**src/hw/rtl/ddd_pkg.sv**
```systemverilog
// Shared widths, constants, types and month table for the date difference block.
// No dependencies.
`default_nettype none

package ddd_pkg;

    localparam int DAY_W   = 5;
    localparam int MONTH_W = 4;
    localparam int YEAR_W  = 14;
    localparam int COUNT_W = 22;
    localparam int ORD_W   = 23;
    localparam int MDAY_W  = 9;

    // floor(q / 25) == (q * RECIP_25) >> RECIP_SHIFT for q < 7989
    localparam logic [17:0] RECIP_25    = 18'd167773;
    localparam int          RECIP_SHIFT = 22;

    localparam logic [MONTH_W-1:0] MONTH_LAST  = 4'd13;
    localparam logic [MONTH_W-1:0] MONTH_MARCH = 4'd3;
    localparam logic [COUNT_W-1:0] COUNT_MAX   = {COUNT_W{1'b1}};

    typedef struct packed {
        logic s1;
        logic s2;
        logic s3;
        logic s4;
    } ddd_stage_en_t;

    // Days in months before month m, common year; 13 means the whole year.
    function automatic logic [MDAY_W-1:0] days_before_month(input logic [MONTH_W-1:0] m);
        logic [MDAY_W-1:0] r;
        case (m)
            4'd2:    r = 9'd31;
            4'd3:    r = 9'd59;
            4'd4:    r = 9'd90;
            4'd5:    r = 9'd120;
            4'd6:    r = 9'd151;
            4'd7:    r = 9'd181;
            4'd8:    r = 9'd212;
            4'd9:    r = 9'd243;
            4'd10:   r = 9'd273;
            4'd11:   r = 9'd304;
            4'd12:   r = 9'd334;
            4'd13:   r = 9'd365;
            default: r = 9'd0;
        endcase
        return r;
    endfunction

endpackage

`default_nettype wire

```
**src/hw/rtl/ddd_ordinal.sv**
```systemverilog
// Three-stage ordinal day number of one date (days since year 0).
// Depends on ddd_pkg.
`default_nettype none

module ddd_ordinal (
    input  wire logic                          clk,
    input  wire ddd_pkg::ddd_stage_en_t        en,
    input  wire logic [ddd_pkg::DAY_W-1:0]     day,
    input  wire logic [ddd_pkg::MONTH_W-1:0]   month,
    input  wire logic [ddd_pkg::YEAR_W-1:0]    year,
    output logic      [ddd_pkg::ORD_W-1:0]     ordinal
);
    import ddd_pkg::*;

    // stage 1: reciprocal products and year scaling
    logic [YEAR_W:0]    y_p3, y_p99, y_p399;
    logic [12:0]        yq_next, a_val;
    logic [10:0]        b_val;
    logic [11:0]        c_next;
    logic [30:0]        pa_next;
    logic [28:0]        pb_next;
    logic [29:0]        pc_next;
    logic [ORD_W-1:0]   y365_next;
    logic [MONTH_W-1:0] m_next;

    logic [12:0]        yq_reg;
    logic [11:0]        c_reg;
    logic [30:0]        pa_reg;
    logic [28:0]        pb_reg;
    logic [29:0]        pc_reg;
    logic [ORD_W-1:0]   y365_reg;
    logic [MONTH_W-1:0] m_reg;
    logic [DAY_W-1:0]   d_reg;
    logic               y4_reg, y16_reg;

    always_comb
    begin
        y_p3      = {1'b0, year} + 15'd3;
        y_p99     = {1'b0, year} + 15'd99;
        y_p399    = {1'b0, year} + 15'd399;
        yq_next   = y_p3[YEAR_W:2];
        a_val     = y_p99[YEAR_W:2];
        b_val     = y_p399[YEAR_W:4];
        c_next    = year[YEAR_W-1:2];
        pa_next   = 31'(a_val) * 31'(RECIP_25);
        pb_next   = 29'(b_val) * 29'(RECIP_25);
        pc_next   = 30'(c_next) * 30'(RECIP_25);
        y365_next = ORD_W'(year) * 23'd365;
        m_next    = (month > MONTH_LAST) ? MONTH_LAST : month;
    end

    always_ff @(posedge clk)
    begin
        if (en.s1)
        begin
            yq_reg   <= yq_next;
            c_reg    <= c_next;
            pa_reg   <= pa_next;
            pb_reg   <= pb_next;
            pc_reg   <= pc_next;
            y365_reg <= y365_next;
            m_reg    <= m_next;
            d_reg    <= day;
            y4_reg   <= (year[1:0] == 2'd0);
            y16_reg  <= (year[3:0] == 4'd0);
        end
    end

    // stage 2: leap count, leap flag, month offset
    logic [8:0]         qa;
    logic [6:0]         qb;
    logic [7:0]         qc;
    logic [11:0]        c25;
    logic               div100, leap;
    logic [12:0]        leaps;
    logic [ORD_W-1:0]   base_next, base_reg;
    logic [MDAY_W-1:0]  mpart_next, mpart_reg;

    always_comb
    begin
        qa         = pa_reg[30:RECIP_SHIFT];
        qb         = pb_reg[28:RECIP_SHIFT];
        qc         = pc_reg[29:RECIP_SHIFT];
        c25        = 12'(qc) * 12'd25;
        div100     = (c_reg == c25);
        leap       = y4_reg && (!div100 || y16_reg);
        leaps      = yq_reg - 13'(qa) + 13'(qb);
        base_next  = y365_reg + ORD_W'(leaps);
        mpart_next = days_before_month(m_reg)
                   + MDAY_W'(leap && (m_reg >= MONTH_MARCH))
                   + MDAY_W'(d_reg);
    end

    always_ff @(posedge clk)
    begin
        if (en.s2)
        begin
            base_reg  <= base_next;
            mpart_reg <= mpart_next;
        end
    end

    // stage 3: final sum
    always_ff @(posedge clk)
    begin
        if (en.s3)
        begin
            ordinal <= base_reg + ORD_W'(mpart_reg);
        end
    end

endmodule

`default_nettype wire

```
**src/hw/rtl/ddd_compare.sv**
```systemverilog
// Output stage: ordinal difference, order check and saturation.
// Depends on ddd_pkg.
`default_nettype none

module ddd_compare (
    input  wire logic                        clk,
    input  wire ddd_pkg::ddd_stage_en_t      en,
    input  wire logic [ddd_pkg::ORD_W-1:0]   start_ord,
    input  wire logic [ddd_pkg::ORD_W-1:0]   end_ord,
    output logic      [ddd_pkg::COUNT_W-1:0] day_count,
    output logic                             start_after_end
);
    import ddd_pkg::*;

    logic [ORD_W-1:0]   diff;
    logic               after_next;
    logic [COUNT_W-1:0] count_next;

    always_comb
    begin
        diff       = end_ord - start_ord;
        after_next = (start_ord > end_ord);
        if (after_next)
            count_next = '0;
        else if (diff > ORD_W'(COUNT_MAX))
            count_next = COUNT_MAX;
        else
            count_next = diff[COUNT_W-1:0];
    end

    always_ff @(posedge clk)
    begin
        if (en.s4)
        begin
            day_count       <= count_next;
            start_after_end <= after_next;
        end
    end

endmodule

`default_nettype wire

```
**src/hw/rtl/date_difference_in_days.sv**
```systemverilog
// Top level of the date difference block: four-stage pipeline with valid bits.
// Depends on ddd_pkg, ddd_ordinal, ddd_compare.
//
//  channel   handshake                  payload
//  date      date_valid / date_ready    start_day, start_month, start_year,
//                                       end_day, end_month, end_year
//  count     count_valid / count_ready  day_count, start_after_end
//
// One item per cycle is sustained while the output is not stalled.
// Stages: reciprocal multiplies, leap count and month offset, ordinal sum,
// compare and saturate (last stage is the output register).
// Reset clears the valid bits only. A stall holds each full stage; empty
// stages keep filling, so bubbles close up behind a stalled output.
`default_nettype none

module date_difference_in_days (
    input  wire logic                            clk,
    input  wire logic                            rst_n,
    input  wire logic                            date_valid,
    output logic                                 date_ready,
    input  wire logic [ddd_pkg::DAY_W-1:0]       start_day,
    input  wire logic [ddd_pkg::MONTH_W-1:0]     start_month,
    input  wire logic [ddd_pkg::YEAR_W-1:0]      start_year,
    input  wire logic [ddd_pkg::DAY_W-1:0]       end_day,
    input  wire logic [ddd_pkg::MONTH_W-1:0]     end_month,
    input  wire logic [ddd_pkg::YEAR_W-1:0]      end_year,
    output logic                                 count_valid,
    input  wire logic                            count_ready,
    output logic      [ddd_pkg::COUNT_W-1:0]     day_count,
    output logic                                 start_after_end
);
    import ddd_pkg::*;

    logic          v1_reg, v2_reg, v3_reg, v4_reg;
    ddd_stage_en_t en;
    logic [ORD_W-1:0] start_ord, end_ord;

    always_comb
    begin
        en.s4 = !v4_reg || count_ready;
        en.s3 = !v3_reg || en.s4;
        en.s2 = !v2_reg || en.s3;
        en.s1 = !v1_reg || en.s2;
    end

    assign date_ready  = en.s1;
    assign count_valid = v4_reg;

    always_ff @(posedge clk or negedge rst_n)
    begin
        if (!rst_n)
        begin
            v1_reg <= 1'b0;
            v2_reg <= 1'b0;
            v3_reg <= 1'b0;
            v4_reg <= 1'b0;
        end
        else
        begin
            if (en.s1) v1_reg <= date_valid;
            if (en.s2) v2_reg <= v1_reg;
            if (en.s3) v3_reg <= v2_reg;
            if (en.s4) v4_reg <= v3_reg;
        end
    end

    ddd_ordinal u_start (
        .clk     (clk),
        .en      (en),
        .day     (start_day),
        .month   (start_month),
        .year    (start_year),
        .ordinal (start_ord)
    );

    ddd_ordinal u_end (
        .clk     (clk),
        .en      (en),
        .day     (end_day),
        .month   (end_month),
        .year    (end_year),
        .ordinal (end_ord)
    );

    ddd_compare u_cmp (
        .clk             (clk),
        .en              (en),
        .start_ord       (start_ord),
        .end_ord         (end_ord),
        .day_count       (day_count),
        .start_after_end (start_after_end)
    );

endmodule

`default_nettype wire

```
**config.mk**
```make
export PLATFORM = sky130hd
export DESIGN_NAME = date_difference_in_days
export DESIGN_NICKNAME = d
export VERILOG_FILES = /design/src/hw/rtl/ddd_pkg.sv /design/src/hw/rtl/ddd_ordinal.sv /design/src/hw/rtl/ddd_compare.sv /design/src/hw/rtl/date_difference_in_days.sv
export SDC_FILE = /design/constraint.sdc
export NUM_CORES = 2
export LEC_CHECK = 0
export BUFFER_PORTS_ARGS = -buffer_cell sky130_fd_sc_hd__clkbuf_2
export CELL_PAD_IN_SITES_DETAIL_PLACEMENT = 1
export CELL_PAD_IN_SITES_GLOBAL_PLACEMENT = 2
export CORE_AREA = 2 2 302 304
export CTS_BUF_LIST = sky130_fd_sc_hd__clkbuf_16
export DETAILED_ROUTE_END_ITERATION = 8
export DIE_AREA = 0 0 304 306
export PLACE_DENSITY_LB_ADDON = 0.1
export SLEW_MARGIN = 10
export SYNTH_ARGS = -nofsm -noshare
export SYNTH_HDL_FRONTEND = slang
export SYNTH_SLANG_ARGS = --single-unit
```
**constraint.sdc**
```tcl
create_clock -name clk -period 16 [get_ports clk]
set_clock_uncertainty 0.1 [all_clocks]
set_input_delay 0.8 -clock clk [delete_from_list [all_inputs] [get_ports clk]]
set_output_delay 0.8 -clock clk [all_outputs]
set_load 0.05 [all_outputs]
```
[Word level (Yosys, flattened, before mapping)]
Memories as Yosys holds them, arrays and structs flattened. A register that Yosys moved wholly into a read port is not among the register bits.
Cells that the tools add are included.
Storage, ports and cells
  output and inout port bits: 25
  flip-flop bits (word level): 435
  bits of input ports: 50
  ROM bits: 288
  logic and storage cells: 96
  memories: 2
Operators by class
  equal/unequal tests: 2
  $add $sub $neg: 19
  reduce and logical (&&, ||, !) cells: 20
  order comparisons: 6
  $mul: 10
  multiplexer cells: 5
Memories
  (no name shown): words 16, width 9, rd ports 1, clocked after memory_dff 1, wr ports 0, line ddd_pkg.sv:32  | case (m)
  (no name shown): words 16, width 9, rd ports 1, clocked after memory_dff 1, wr ports 0, line ddd_pkg.sv:32
Operator list (count)
  $mul 13x18->31 const B: 2
  $mul 12x18->30 const B: 2
  $mul 11x18->29 const B: 2
  $add 23x13->23: 2
  $add 23x9->23: 2
  $mul 14x9->23 const B: 2
  $add 14x2->15 const B: 2
  $add 14x7->15 const B: 2
  $add 14x9->15 const B: 2
  $add 13x7->13: 2
  $sub 13x9->13: 2
  $eq 12x12->1: 2
  $mul 8x5->12 const B: 2
  $gt 23x22->1 const B: 1
  $gt 23x23->1: 1
  $sub 23x23->23: 1
  $mux 22: 1
  $add 9x1->9: 2
  $add 9x5->9: 2
  $mux 4: 4
  $ge 4x2->1 const B: 2
  $gt 4x4->1 const B: 2
  $logic_not 4->1: 2
  $logic_not 1->1: 6
  other kinds (3): 12

[Depth between registers and ports, before layout]
  depth in word-level cells: 8
  depth in mapped cells: 30
  depth with buffers taken out: 30

[Modules after synthesis]
From an unflattened synthesis, not the netlist that was laid out.
Second synthesis, totals
  cell total of the unflattened synthesis: 4160
  area, all modules: 43601.8 µm²
Modules (own cells, without submodules)
  ddd_ordinal (u_end): cells an instance 1974, times used 1, sequential area each 4324.1 µm², area each 20713.6 µm²
  ddd_ordinal (u_start): cells an instance 1939, times used 1, sequential area each 4324.1 µm², area each 20573.5 µm²
  ddd_compare: cells an instance 234, times used 1, sequential area each 690.7 µm², area each 2145.8 µm²
  date_difference_in_days: cells an instance 13, times used 1, sequential area each 100.1 µm², area each 168.9 µm²

[Worst setup path before layout]
No wires, ideal clock.
  kind: in2reg
  from: input port count_ready
  to: register (tool-made name)
  library setup time: 0.137 ns
  buffers on the path: 1
  required time: 15.763 ns
  arrival: 8.492 ns
  slack: 7.272 ns
  cell stages on the path: 7
  path through: nor2b_1 > nand4_1 > buf_1 > mux2i_1 > ha_1 > o211ai_1 > o21ai_0
RTL lines
  from (decl): line date_difference_in_days.sv:28  | input wire logic count_ready,

[Worst setup path after layout]
  from: input port end_year[3] in the netlist's numbering
  to: register u_end.pb_reg[28], data pin
On the way
  longest elaborated chain between the ends: 2
RTL lines
  from (decl): line date_difference_in_days.sv:26  | input wire logic [ddd_pkg::YEAR_W-1:0] end_year,
  $add 14x9->15: line ddd_ordinal.sv:40  | y_p399 = {1'b0, year} + 15'd399;
  $mul 11x18->29: line ddd_ordinal.sv:46  | pb_next = 29'(b_val) * 29'(RECIP_25);
  named net u_end.pb_next[28]: line ddd_ordinal.sv:21  | logic [28:0] pb_next;
  to (signal assigned): line ddd_ordinal.sv:59  | pb_reg <= pb_next;
  to (decl): line ddd_ordinal.sv:29  | logic [28:0] pb_reg;
The timed path passes the listed nets, and every way through them passes these cells.
A chain may end at the register's enable or synchronous reset.

==> metrics.txt <==
status complete, no violations; period utilization 0.490; Final Wtd Congestion 0.882; synth unique cells 68; layout cells sized above 1 0.0439; Synth Register Bits 321; number of synthesized flops with an enable pin 299; pre-CTS WS 7.50 ns; area grow syn2layout 7.65%; Max-Cap Viols 0; Hold Crit Class input pin to flip-flop; grt total ovfl 0; detailed router's first-iteration violation count 1000; syn_area_per_cell 10.6 um2; crit path time final 7.85 ns; Port Buf Inserts 74; crit-path most repeated cell fa_1; CTS sink count 321; largest net degree at the start of global routing 68; global-route wire length before repair 171000 um; Initial Util 0.479; Routed Antenna Nets 0; Site Rows 110; Worst Setup Path Type input pin to flip-flop; setup bufs post-CTS 0; hold_buf cts 1; Final WS setup 8.15 ns; number of nets in the layout 5561; n_diodes 0; final WL 104000 um; Max Freq 0.127 GHz; area taken by multi-input logic gates 29500 um2; Ys Warns 0; unrepaired setup endpoints after global routing no; Ports 75; Clock Tree Root clkbuf_16; CTS tree built; dpl hpwl 89900 um; Crit-path slowest cell fa_1; CP required 16.23 ns; Vert. Die Dim 306 um; CP Max Fanout 11; Crit path max-delay family adder cells; # resized after CTS 0; Mapped Cells 4044; FF/Latch Area 9440 um2; total global-route track usage 0.235; final hold violations 0; critical path capture point type flip-flop; Fin Setup TNS 0 ns; clk buf depth 3; vias in the first global route 31200; Post-Syn Area 42900 um2; die width 304 um; Startpoint Class input pin; final slew viol count 0; Buf+Inv Stages, Crit Path 4; clk_lat worst skew 0.59 ns; CTS buffer count 41; # setup viols final 0; Slew @ Worst Pin 1.19 ns; Die ar. 93000 um2; crit path DAT 8.08 ns; fill count 9736; drt first pass iters 4; slowest stage delay, CP 0.54 ns; core area 89600 um2; FFs w/ async S/R, synth 0.0125; H-tree Lvls 2; vias per cell 5.13; vias post-DR 27600; Slew HR 0.201; sequential area share after synthesis 0.220; routed len/inst 19.4 um; initial antenna violation count 1; Syn Nets 5442; clock slew at reported path FFs 0.06 ns; residual DRC count 0; Main synth FF type edfxtp_1
==> cells in the mapped netlist, types with 5 or more instances <==
master | instances | area share
o21bai_1 | 18 | 0.0032
a211oi_1 | 12 | 0.0021
mux2i_1 | 12 | 0.0028
o41ai_1 | 5 | 0.0010
edfxtp_1 | 299 | 0.21
nand2_1 | 108 | 0.0095
nor2b_1 | 29 | 0.0042
o21a_1 | 45 | 0.0079
xnor2_1 | 224 | 0.046
fa_1 | 541 | 0.25
nand2b_1 | 20 | 0.0029
clkbuf_1 | 11 | 0.00096
ha_1 | 807 | 0.24
a211o_1 | 5 | 0.0010
and2_1 | 16 | 0.0023
o31a_1 | 6 | 0.0012
o211ai_1 | 12 | 0.0021
or2_2 | 14 | 0.0020
nand4_1 | 27 | 0.0039
nand3_1 | 63 | 0.0074
inv_1 | 1049 | 0.092
a21oi_1 | 132 | 0.015
nor3_1 | 42 | 0.0049
o21ai_0 | 78 | 0.0091
a21boi_0 | 12 | 0.0021
a21o_1 | 82 | 0.014
o2111ai_1 | 10 | 0.0020
o31ai_1 | 6 | 0.0011
nor2_1 | 125 | 0.011
xor2_1 | 78 | 0.016
a31oi_1 | 19 | 0.0028
or3_1 | 8 | 0.0012
nand3b_1 | 5 | 0.00088
and3_1 | 31 | 0.0045
nor3b_1 | 6 | 0.0011
and4_1 | 7 | 0.0014
dfxtp_1 | 18 | 0.0084
==> layout make-up <==
class | instances | share of cell area
Timing Repair Buffer | 93 | 0.0114
Inverter | 1049 | 0.0853
Clock inverter | 35 | 0.00667
Clock buffer | 41 | 0.0222
Sequential cell | 321 | 0.204
Multi-Input combinational cell | 2657 | 0.638
Tap cell | 1176 | 0.0319
==> path summary, 6_finish.rpt <==
check	end	depth (start not counted)	slack, ns	start
min in group asynchronous	count_valid$_DFFE_PN0P_	2	0.46	rst_n
max in group asynchronous	v1_reg$_DFFE_PN0N_	2	15.21	rst_n
setup / recovery	u_end.pb_reg[28]$_DFFE_PN_	27	8.15	end_year[3]
hold reg to reg	v2_reg$_DFFE_PN0P_	1	0.38	v1_reg$_DFFE_PN0N_
hold / removal	u_end.d_reg[3]$_DFFE_PN_	1	0.29	end_day[3]
setup reg to reg	u_start.mpart_reg[8]$_DFFE_PP_	22	10.25	u_start.pc_reg[24]$_DFFE_PN_
==> layer usage <==
layer	routed length [um]	part of all wire	global-route usage
met3	3930	0.038	0.0353
met2	48900	0.47	0.394
met1	49300	0.47	0.321
met4	2300	0.022	0.0539
met5	0	0	0
==> kinds of logic after synthesis <==
kind of cell | count (synthesis) | synth area share
multiplexers | 16 | 0.00385
adder cells (fa/ha/maj) | 1348 | 0.488
buffers and inverters | 1066 | 0.0934
XOR/XNOR | 302 | 0.0617
AND/OR/NAND/NOR | 514 | 0.0596
flip-flops | 321 | 0.220
AO/OA/AOI/OAI | 477 | 0.0734
==> placed cells by master, fill, tap and decap left out, types with 7 or more instances in the layout <==
cell	n
a21o_1	82
a211oi_1	12
o2111ai_1	10
o21bai_1	18
clkinv_1	11
o21ai_0	78
nand3_1	62
clkbuf_16	41
nand2b_1	20
inv_1	1054
or2_2	14
xor2_1	78
and2_1	16
a31oi_1	19
xnor2_1	224
nor2_1	125
nand4_1	27
mux2i_1	12
dfxtp_1	18
fa_1	541
o21a_1	45
o211ai_1	12
nor3_1	42
clkbuf_2	74
and4_1	7
and3_1	31
nand2_1	107
or3_1	8
buf_4	17
a21boi_0	12
ha_1	807
a21oi_1	132
nor2b_1	29
edfxtp_1	299
==> per-stage QoR <==
stage / utilization / hold WS, ns / cell area (um2) / instances
floorplan: - / 0.335 / 42900 / 4044
detailed placement: 0.500 / 0.372 / 44800 / 5295
CTS: 0.515 / 0.242 / 46200 / 5372
global route: 0.515 / 0.256 / 46200 / 5372
global placement: 0.500 / 0.359 / 44800 / 5295
finish: 0.515 / 0.288 / 46200 / 5372
Power is left out: the tool's default activity adds up to more than one toggle a clock period on the data nets, which glitch-free logic cannot reach.
